--- src/rtl/kced_pkg.sv ---
// ----------------------------------------------------------------------------
// Key click event detector package
// Shared widths, register indexes, reset values, phase and event codes.
// ----------------------------------------------------------------------------
`default_nettype none

package kced_pkg;

	localparam int KEY_W  = 3;
	localparam int TIME_W = 32;
	localparam int CFG_W  = 16;
	localparam int IDX_W  = 3;
	localparam int EV_W   = 3;

	// Configuration register indexes.
	localparam logic [IDX_W-1:0] REG_DEBOUNCE   = 3'd0;
	localparam logic [IDX_W-1:0] REG_LONG_PRESS = 3'd1;
	localparam logic [IDX_W-1:0] REG_DOUBLE_GAP = 3'd2;
	localparam logic [IDX_W-1:0] REG_REPEAT     = 3'd3;
	localparam logic [IDX_W-1:0] REG_DOUBLE_EN  = 3'd4;

	// Reset values of the configuration registers.
	localparam logic [CFG_W-1:0] RST_DEBOUNCE   = 16'd20;
	localparam logic [CFG_W-1:0] RST_LONG_PRESS = 16'd1000;
	localparam logic [CFG_W-1:0] RST_DOUBLE_GAP = 16'd300;
	localparam logic [CFG_W-1:0] RST_REPEAT     = 16'd200;
	localparam logic             RST_DOUBLE_EN  = 1'b1;

	// Event codes returned for each poll.
	typedef enum logic [EV_W-1:0] {
		EV_NONE      = 3'd0,
		EV_PRESS     = 3'd1,
		EV_SINGLE    = 3'd2,
		EV_LONG_HELD = 3'd3,
		EV_LONG_REL  = 3'd4,
		EV_DOUBLE    = 3'd5,
		EV_SL_HELD   = 3'd6,
		EV_SL_REL    = 3'd7
	} event_t;

	// Detector phases, one-hot.
	typedef enum logic [5:0] {
		PH_IDLE = 6'b000001,
		PH_DEB1 = 6'b000010,
		PH_PRS1 = 6'b000100,
		PH_REL1 = 6'b001000,
		PH_DEB2 = 6'b010000,
		PH_PRS2 = 6'b100000
	} phase_t;

	// Configuration as seen by the detector.
	typedef struct packed {
		logic [CFG_W-1:0] debounce_ms;
		logic [CFG_W-1:0] long_press_ms;
		logic [CFG_W-1:0] double_gap_ms;
		logic [CFG_W-1:0] repeat_ms;
		logic             double_enable;
	} cfg_t;

endpackage

`default_nettype wire

--- src/rtl/kced_if.sv ---
// ----------------------------------------------------------------------------
// Key click event detector channels
// Valid/ready interfaces for polls, events and configuration writes.
// ----------------------------------------------------------------------------
`default_nettype none

// Poll channel: one sampled key code and timestamp per request.
interface kced_poll_if;
	logic                          valid;
	logic                          ready;
	logic [kced_pkg::KEY_W-1:0]    key_code;
	logic [kced_pkg::TIME_W-1:0]   now_ms;

	modport source (output valid, output key_code, output now_ms, input ready);
	modport sink   (input valid, input key_code, input now_ms, output ready);
endinterface

// Event channel: one event code and key id per request.
interface kced_event_if;
	logic                          valid;
	logic                          ready;
	logic [kced_pkg::EV_W-1:0]     event_res;
	logic [kced_pkg::KEY_W-1:0]    event_key;

	modport source (output valid, output event_res, output event_key, input ready);
	modport sink   (input valid, input event_res, input event_key, output ready);
endinterface

// Configuration write channel.
interface kced_cfg_if;
	logic                          valid;
	logic                          ready;
	logic [kced_pkg::IDX_W-1:0]    index;
	logic [kced_pkg::CFG_W-1:0]    data;

	modport source (output valid, output index, output data, input ready);
	modport sink   (input valid, input index, input data, output ready);
endinterface

`default_nettype wire

--- src/rtl/kced_fsm.sv ---
// ----------------------------------------------------------------------------
// Key click event detector state machine
// Holds the phase and time stamps and works out the event for one poll.
// ----------------------------------------------------------------------------
`default_nettype none

module kced_fsm (
	input  wire logic                        clk,
	input  wire logic                        arst_n,
	input  wire logic                        step,
	input  wire logic [kced_pkg::KEY_W-1:0]  key,
	input  wire logic [kced_pkg::TIME_W-1:0] now,
	input  wire kced_pkg::cfg_t              cfg,
	output kced_pkg::event_t                 ev,
	output logic [kced_pkg::KEY_W-1:0]       ek
);
	import kced_pkg::*;

	phase_t              phase_q, phase_d;
	logic [KEY_W-1:0]    held_key_q, held_key_d;
	logic [TIME_W-1:0]   deb_stamp_q, deb_stamp_d;
	logic [TIME_W-1:0]   press_stamp_q, press_stamp_d;
	logic [TIME_W-1:0]   rel_stamp_q, rel_stamp_d;
	logic [TIME_W-1:0]   rep_off_q, rep_off_d;

	logic [TIME_W-1:0]   dt_deb, dt_press, dt_rel;
	logic                deb_done, is_long, gap_done, rep_due, key_on;
	logic [TIME_W:0]     rep_limit, rep_sum;
	logic [TIME_W-1:0]   rep_next;
	event_t              ev_raw;

	// Elapsed times wrap modulo 2^32; a time has passed only when strictly exceeded.
	assign dt_deb    = now - deb_stamp_q;
	assign dt_press  = now - press_stamp_q;
	assign dt_rel    = now - rel_stamp_q;
	assign deb_done  = dt_deb > {{(TIME_W-CFG_W){1'b0}}, cfg.debounce_ms};
	assign is_long   = dt_press > {{(TIME_W-CFG_W){1'b0}}, cfg.long_press_ms};
	assign gap_done  = dt_rel > {{(TIME_W-CFG_W){1'b0}}, cfg.double_gap_ms};
	assign key_on    = key != '0;

	// Repeat threshold and the saturating step of the repeat offset.
	assign rep_limit = {{(TIME_W+1-CFG_W){1'b0}}, cfg.long_press_ms} + {1'b0, rep_off_q};
	assign rep_due   = {1'b0, dt_press} > rep_limit;
	assign rep_sum   = {1'b0, rep_off_q} + {{(TIME_W+1-CFG_W){1'b0}}, cfg.repeat_ms};
	assign rep_next  = rep_sum[TIME_W] ? '1 : rep_sum[TIME_W-1:0];

	// Next state and event for the poll being processed.
	always_comb begin
		phase_d       = phase_q;
		held_key_d    = held_key_q;
		deb_stamp_d   = deb_stamp_q;
		press_stamp_d = press_stamp_q;
		rel_stamp_d   = rel_stamp_q;
		rep_off_d     = rep_off_q;
		ev_raw        = EV_NONE;
		ek            = held_key_q;
		case (phase_q)
			PH_IDLE: begin
				ek = '0;
				if (key_on) begin
					phase_d     = PH_DEB1;
					deb_stamp_d = now;
				end
			end
			PH_DEB1: begin
				ek = key;
				if (deb_done) begin
					if (key_on) begin
						phase_d       = PH_PRS1;
						press_stamp_d = now;
						held_key_d    = key;
						ev_raw        = EV_PRESS;
					end else begin
						phase_d    = PH_IDLE;
						held_key_d = '0;
					end
				end
			end
			PH_PRS1, PH_PRS2: begin
				if (is_long) begin
					if (!key_on) begin
						phase_d    = PH_IDLE;
						held_key_d = '0;
						rep_off_d  = '0;
						ev_raw     = (phase_q == PH_PRS1) ? EV_LONG_REL : EV_SL_REL;
					end else if (rep_due) begin
						rep_off_d = rep_next;
						ev_raw    = (phase_q == PH_PRS1) ? EV_LONG_HELD : EV_SL_HELD;
					end
				end else if (!key_on) begin
					if (phase_q == PH_PRS1) begin
						phase_d     = PH_REL1;
						rel_stamp_d = now;
					end else begin
						phase_d    = PH_IDLE;
						held_key_d = '0;
						ev_raw     = EV_DOUBLE;
					end
				end
			end
			PH_REL1: begin
				if (cfg.double_enable) begin
					if (key_on) begin
						deb_stamp_d = now;
						phase_d     = PH_DEB2;
					end else if (gap_done) begin
						ev_raw     = EV_SINGLE;
						phase_d    = PH_IDLE;
						held_key_d = '0;
					end
				end else begin
					ev_raw     = EV_SINGLE;
					phase_d    = PH_IDLE;
					held_key_d = '0;
				end
			end
			PH_DEB2: begin
				if (deb_done) begin
					if (key_on) begin
						phase_d       = PH_PRS2;
						press_stamp_d = now;
						held_key_d    = key;
					end else begin
						ev_raw     = EV_SINGLE;
						phase_d    = PH_IDLE;
						held_key_d = '0;
					end
				end
			end
			default: begin
				// An illegal phase returns everything to its reset value.
				phase_d       = PH_IDLE;
				held_key_d    = '0;
				deb_stamp_d   = '0;
				press_stamp_d = '0;
				rel_stamp_d   = '0;
				rep_off_d     = '0;
			end
		endcase
		ev = ev_raw;
		if (ev_raw == EV_NONE) begin
			ek = '0;
		end
	end

	// State registers advance once per processed poll.
	always_ff @(posedge clk or negedge arst_n) begin
		if (!arst_n) begin
			phase_q       <= PH_IDLE;
			held_key_q    <= '0;
			deb_stamp_q   <= '0;
			press_stamp_q <= '0;
			rel_stamp_q   <= '0;
			rep_off_q     <= '0;
		end else if (step) begin
			phase_q       <= phase_d;
			held_key_q    <= held_key_d;
			deb_stamp_q   <= deb_stamp_d;
			press_stamp_q <= press_stamp_d;
			rel_stamp_q   <= rel_stamp_d;
			rep_off_q     <= rep_off_d;
		end
	end

endmodule

`default_nettype wire

--- src/rtl/key_click_event_detector_top.sv ---
// ----------------------------------------------------------------------------
// Key click event detector
// Debounces a polled key and reports press, click, double and long events.
// ----------------------------------------------------------------------------
// Usage:
// Each request on the poll channel carries the sampled key code (0 for no
// key) and the current millisecond timestamp. Every poll produces exactly
// one request on the event channel: the event code and the latched key id.
// The cfg channel writes the five timing and enable registers; it is always
// ready and should only be used while no poll is in flight.
// A poll is held in an input register and evaluated against the stored
// stamps by the detector into the result register, from which its event
// is offered on the event channel. One poll per cycle is sustained while
// the event receiver keeps ready high; the detector updates its state
// once per poll.
// If the event receiver stalls, the result is held and poll ready falls
// once the input register holds a poll.
// Reset clears the detector to idle, empties both registers and restores
// the default timing and enable values.
// ----------------------------------------------------------------------------
`default_nettype none

module key_click_event_detector_top (
	input  wire logic  clk,
	input  wire logic  arst_n,
	kced_poll_if.sink  poll,
	kced_event_if.source evt,
	kced_cfg_if.sink   cfg
);
	import kced_pkg::*;

	cfg_t                cfg_q;
	logic                vld_s1;
	logic [KEY_W-1:0]    key_s1;
	logic [TIME_W-1:0]   now_s1;
	logic                vld_s2;
	event_t              ev_s2;
	logic [KEY_W-1:0]    ek_s2;
	logic                advance;
	event_t              ev;
	logic [KEY_W-1:0]    ek;

	// Configuration writes; indexes beyond the register list are ignored.
	assign cfg.ready = 1'b1;
	always_ff @(posedge clk or negedge arst_n) begin
		if (!arst_n) begin
			cfg_q.debounce_ms   <= RST_DEBOUNCE;
			cfg_q.long_press_ms <= RST_LONG_PRESS;
			cfg_q.double_gap_ms <= RST_DOUBLE_GAP;
			cfg_q.repeat_ms     <= RST_REPEAT;
			cfg_q.double_enable <= RST_DOUBLE_EN;
		end else if (cfg.valid) begin
			case (cfg.index)
				REG_DEBOUNCE:   cfg_q.debounce_ms   <= cfg.data;
				REG_LONG_PRESS: cfg_q.long_press_ms <= cfg.data;
				REG_DOUBLE_GAP: cfg_q.double_gap_ms <= cfg.data;
				REG_REPEAT:     cfg_q.repeat_ms     <= cfg.data;
				REG_DOUBLE_EN:  cfg_q.double_enable <= cfg.data[0];
				default: ;
			endcase
		end
	end

	// The held poll moves on whenever the result register is free or emptying.
	assign advance    = !vld_s2 || evt.ready;
	assign poll.ready = !vld_s1 || advance;

	// Input register.
	always_ff @(posedge clk or negedge arst_n) begin
		if (!arst_n) begin
			vld_s1 <= 1'b0;
		end else if (poll.ready) begin
			vld_s1 <= poll.valid;
		end
	end

	always_ff @(posedge clk) begin
		if (poll.ready && poll.valid) begin
			key_s1 <= poll.key_code;
			now_s1 <= poll.now_ms;
		end
	end

	// Detector state machine.
	kced_fsm u_fsm (
		.clk    (clk),
		.arst_n (arst_n),
		.step   (vld_s1 && advance),
		.key    (key_s1),
		.now    (now_s1),
		.cfg    (cfg_q),
		.ev     (ev),
		.ek     (ek)
	);

	// Result register.
	always_ff @(posedge clk or negedge arst_n) begin
		if (!arst_n) begin
			vld_s2 <= 1'b0;
		end else if (advance) begin
			vld_s2 <= vld_s1;
		end
	end

	always_ff @(posedge clk) begin
		if (advance && vld_s1) begin
			ev_s2 <= ev;
			ek_s2 <= ek;
		end
	end

	assign evt.valid     = vld_s2;
	assign evt.event_res = ev_s2;
	assign evt.event_key = ek_s2;

endmodule

`default_nettype wire
--- src/flat_wrapper.sv ---
// flat-port wrapper written by rule: the top's interface ports become plain ports
module key_click_event_detector_top_flat import kced_pkg::*;
  (clk, arst_n, poll_valid, poll_key_code, poll_now_ms, poll_ready, evt_valid, evt_event_res, evt_event_key, evt_ready, cfg_valid, cfg_index, cfg_data, cfg_ready);
  kced_poll_if poll_i ();
  kced_event_if evt_i ();
  kced_cfg_if cfg_i ();
  input  wire logic clk;
  input  wire logic arst_n;
  input wire logic [$bits(poll_i.valid)-1:0] poll_valid;
  input wire logic [$bits(poll_i.key_code)-1:0] poll_key_code;
  input wire logic [$bits(poll_i.now_ms)-1:0] poll_now_ms;
  output wire logic [$bits(poll_i.ready)-1:0] poll_ready;
  output wire logic [$bits(evt_i.valid)-1:0] evt_valid;
  output wire logic [$bits(evt_i.event_res)-1:0] evt_event_res;
  output wire logic [$bits(evt_i.event_key)-1:0] evt_event_key;
  input wire logic [$bits(evt_i.ready)-1:0] evt_ready;
  input wire logic [$bits(cfg_i.valid)-1:0] cfg_valid;
  input wire logic [$bits(cfg_i.index)-1:0] cfg_index;
  input wire logic [$bits(cfg_i.data)-1:0] cfg_data;
  output wire logic [$bits(cfg_i.ready)-1:0] cfg_ready;
  assign poll_i.valid = poll_valid;
  assign poll_i.key_code = poll_key_code;
  assign poll_i.now_ms = poll_now_ms;
  assign poll_ready = poll_i.ready;
  assign evt_valid = evt_i.valid;
  assign evt_event_res = evt_i.event_res;
  assign evt_event_key = evt_i.event_key;
  assign evt_i.ready = evt_ready;
  assign cfg_i.valid = cfg_valid;
  assign cfg_i.index = cfg_index;
  assign cfg_i.data = cfg_data;
  assign cfg_ready = cfg_i.ready;
  key_click_event_detector_top u_core (.clk(clk), .arst_n(arst_n), .poll(poll_i), .evt(evt_i), .cfg(cfg_i));
endmodule
--- config.mk ---
export PLATFORM = sky130hd
export DESIGN_NAME = key_click_event_detector_top_flat
export DESIGN_NICKNAME = d
export VERILOG_FILES = /design/src/rtl/kced_pkg.sv /design/src/rtl/kced_if.sv /design/src/rtl/kced_fsm.sv /design/src/rtl/key_click_event_detector_top.sv /design/src/flat_wrapper.sv
export SDC_FILE = /design/constraint.sdc
export NUM_CORES = 1
export LEC_CHECK = 0
export ABC_CLOCK_PERIOD_IN_PS = 7200
export BUFFER_PORTS_ARGS = -buffer_cell sky130_fd_sc_hd__buf_2
export CAP_MARGIN = 25
export CORE_MARGIN = 8
export CORE_UTILIZATION = 60
export CTS_CLUSTER_SIZE = 8
export DETAILED_ROUTE_END_ITERATION = 10
export PLACE_DENSITY = 0.78
export REMOVE_ABC_BUFFERS = 1
export SYNTH_ARGS = -nofsm -noshare
export SYNTH_HDL_FRONTEND = slang
export SYNTH_SLANG_ARGS = --single-unit
--- constraint.sdc ---
create_clock -name clk -period 7.2 [get_ports clk]
set_input_delay 1.08 -clock clk [delete_from_list [all_inputs] [get_ports clk]]
set_output_delay 1.08 -clock clk [all_outputs]
set_load 0.005 [all_outputs]
==> metrics <==
TritonCTS Buffers=36; initial antenna violation count=0; via/cell ratio=just over 6; via count=roughly 17k; syn avg cell area=between 8 and 9 um^2; Worst slew margin=a little under a third; Worst Hold Class=reg2reg; synthesized cell area=just under 20000 um^2; GRT Util Overall=a little over a quarter; router iterations before antenna repair=7; Final Instance Area=20870 um^2; Resize count post-CTS=0; crit path capture type=flop; Final Slew Violations=0; Peak VDD IR=approximately 0.26 mV; Min Clock Period, post-route=around 6400 ps; Register-to-Register Setup Slack=~830 ps; Final Core Density=66.13%; final worst path period share=a little under 90%; total gr overflow=0; #FFs+latches synth=between 200 and 250; Max clock buf depth=3; nets@finish=2544; dpl cells=around 2.6k; Worst-Skew Late Latency=between 500 and 600 ps; Seq. cell area=~6400 um^2; Setup Buffers After CTS=0; PwrDens=around 350 nW/um^2; final hold vios=0; Syn-to-layout area delta=8.610%; Post-DP HPWL=roughly 39000 um; final setup skew=about 41 ps; routability cong.=0.9799; vias in the first global route=around 17k; Initial Util=between 60% and 70%; area of the multi-input gates=11810 um^2; Final ANT Viol Nets=0; status=complete, no violations; CP Max Fanout=39; critical path type=reg2reg; CTS sink cnt=approximately 250; pin count of the biggest net entering global routing=75; WHS=~480 ps; CTS Hold Bufs=0; Worst-Margin Slew=roughly 1000 ps; fraction of layout instances using a drive strength above 1=between 9 and 10%; top_reg_cell synth=dfrtp_1; Die Y=~190 um; Placeable Area=31560 um^2; first-pass GRT wire length=82640 um; Starting DRT DRC Count=between 1k and 1.5k; sequential area share after synthesis=roughly 33%; MaxCap Viol Count=0; Die X=around 200 um; top cell type's share of synthesized area=around a quarter; Setup crit start kind=flop; Post-DP Area=slightly below 20000 um^2; Final setup viols=0; port bufs=66; WL/cell=roughly 19 um; floorplan row count=65; WP data arrival=roughly 6800 ps; Max Fclk=around 160 MHz; final WL=slightly above 50000 um; Die Footprint=about 38000 um^2; # fillers=about 2.6k; dominant cells by area after synthesis=dfrtp_1 24%, ha_1 13%, edfxtp_1 6.4%; Yosys warnings=0; leading cell type by number of instances after synthesis=nand2_1; asr flop ratio synth=83.27%; H-tree levels=2; Remaining DRCs=0; CTS tree=done; count of unique library cells instantiated by Yosys=~100; EDFF count, synth=between 40 and 50; top cells by count, synth=297 x nand2_1, 204 x ha_1, 202 x o21ai_0; n_diodes=0; RSZ-0062 raised after global routing=no; post-synth top area cell=dfrtp_1; Worst-path clk slew=~50 ps; non-filler cells, final=around 2.7k; I/O pin count=68; setup TNS=0 ps; P_leak=about 9 nW; CTS Root Cell=clkbuf_16; synthesized netlist cell count=roughly 2.2k; Worst Path Required=7630 ps
-- worst paths after layout --
path	startpoint	cells past startpoint	end
setup / recovery	u_core.now_s1[0]$_DFFE_PP_	22	u_core.u_fsm.rep_off_q[10]$_DFFE_PN0P_
hold / removal	u_core.u_fsm.rel_stamp_q[23]$_DFFE_PN0P_	2	u_core.u_fsm.rel_stamp_q[23]$_DFFE_PN0P_
setup reg to reg	u_core.now_s1[0]$_DFFE_PP_	22	u_core.u_fsm.rep_off_q[10]$_DFFE_PN0P_
hold reg to reg	u_core.u_fsm.rel_stamp_q[23]$_DFFE_PN0P_	2	u_core.u_fsm.rel_stamp_q[23]$_DFFE_PN0P_
max in group asynchronous	arst_n	2	u_core.u_fsm.deb_stamp_q[21]$_DFFE_PN0P_
min in group asynchronous	arst_n	1	u_core.u_fsm.rep_off_q[3]$_DFFE_PN0P_
-- state kept, by name (all words and copies together), names as in the netlist --
register / flops
u_core.cfg_q: 65
u_core.evt.event_key: 3
u_core.evt.event_res: 3
u_core.evt.valid: 1
u_core.key_s1: 3
u_core.now_s1: 32
u_core.u_fsm.deb_stamp_q: 32
u_core.u_fsm.held_key_q: 3
u_core.u_fsm.phase_q: 6
u_core.u_fsm.press_stamp_q: 32
u_core.u_fsm.rel_stamp_q: 32
u_core.u_fsm.rep_off_q: 32
u_core.vld_s1: 1
-- logic make-up after synthesis --
kind of cell,Yosys count,share of synthesized area [%]
other,1,0.01952
adder cells (fa/ha/maj),209,13.81
buffers and inverters,270,5.503
XOR/XNOR,109,4.969
multiplexers,32,1.824
flip-flops,245,33.09
AND/OR/NAND/NOR,678,16.93
AO/OA/AOI/OAI,704,23.86
-- layer usage --
layer	vias up	GRT usage, %	routed length (um)
met3	104	3.403	2617
li1	8186	-	-
met4	0	9.882	1730
met1	7979	33.91	22550
met2	501	44.12	23570
met5	-	0	0
-- through the flow --
step	setup slack (ps)	total power (W)
after CTS	820.0	0.007259
after floorplan	997.4	0.004652
after global placement	1136	0.005466
after global routing	463.0	0.007828
final	833.8	0.007266
after detailed placement	899.7	0.005613
-- worst max-delay path: stages, from the launching register on --
cell and delay [ps]:
edfxtp_1 400, inv_1 140, ha_1 180, inv_1 50, fa_1 390, a21o_1 190, a311o_1 440, and3_4 230
o21a_1 230, o211a_1 270, a221oi_1 580, ha_1 330, and2_1 150, a221o_1 320, a21o_1 180, a21oi_1 170
o21ai_0 90, a221oi_1 370, o21ai_0 190, o31ai_1 240, a21bo_2 760, a211oi_1 120, a21o_1 200
-- layout by cell type (no fill, tap or decap), types with 25 or more instances in the layout --
master and count:
nand2_1 297, ha_1 204, o21ai_0 202, dfrtp_1 187, inv_1 185, a21oi_1 172, nor2_1 106, a21o_1 66
buf_2 65, xnor2_1 61, xor2_1 48, nand3_1 44, edfxtp_1 41, nor3_1 40, nand4_1 38, clkbuf_16 36
a22o_1 35, a211oi_1 27, clkbuf_1 25
-- area by class of cell --
type,instances,share of cell area [%]
multi-input cells,1733,56.60
flip-flops and latches,245,30.47
clock buffers,62,4.833
inverters,185,3.328
well taps,402,2.410
repair buffers,75,2.045
clock inverters,3,0.3178
-- where the power goes --
part,internal (W),switching [W],leakage [nW]
clock network,0.000957,0.000647,0.508
logic,0.00148,0.00229,5.43
registers,0.00171,0.000183,3.06
No activity file was read; power rests on OpenSTA's default activity.
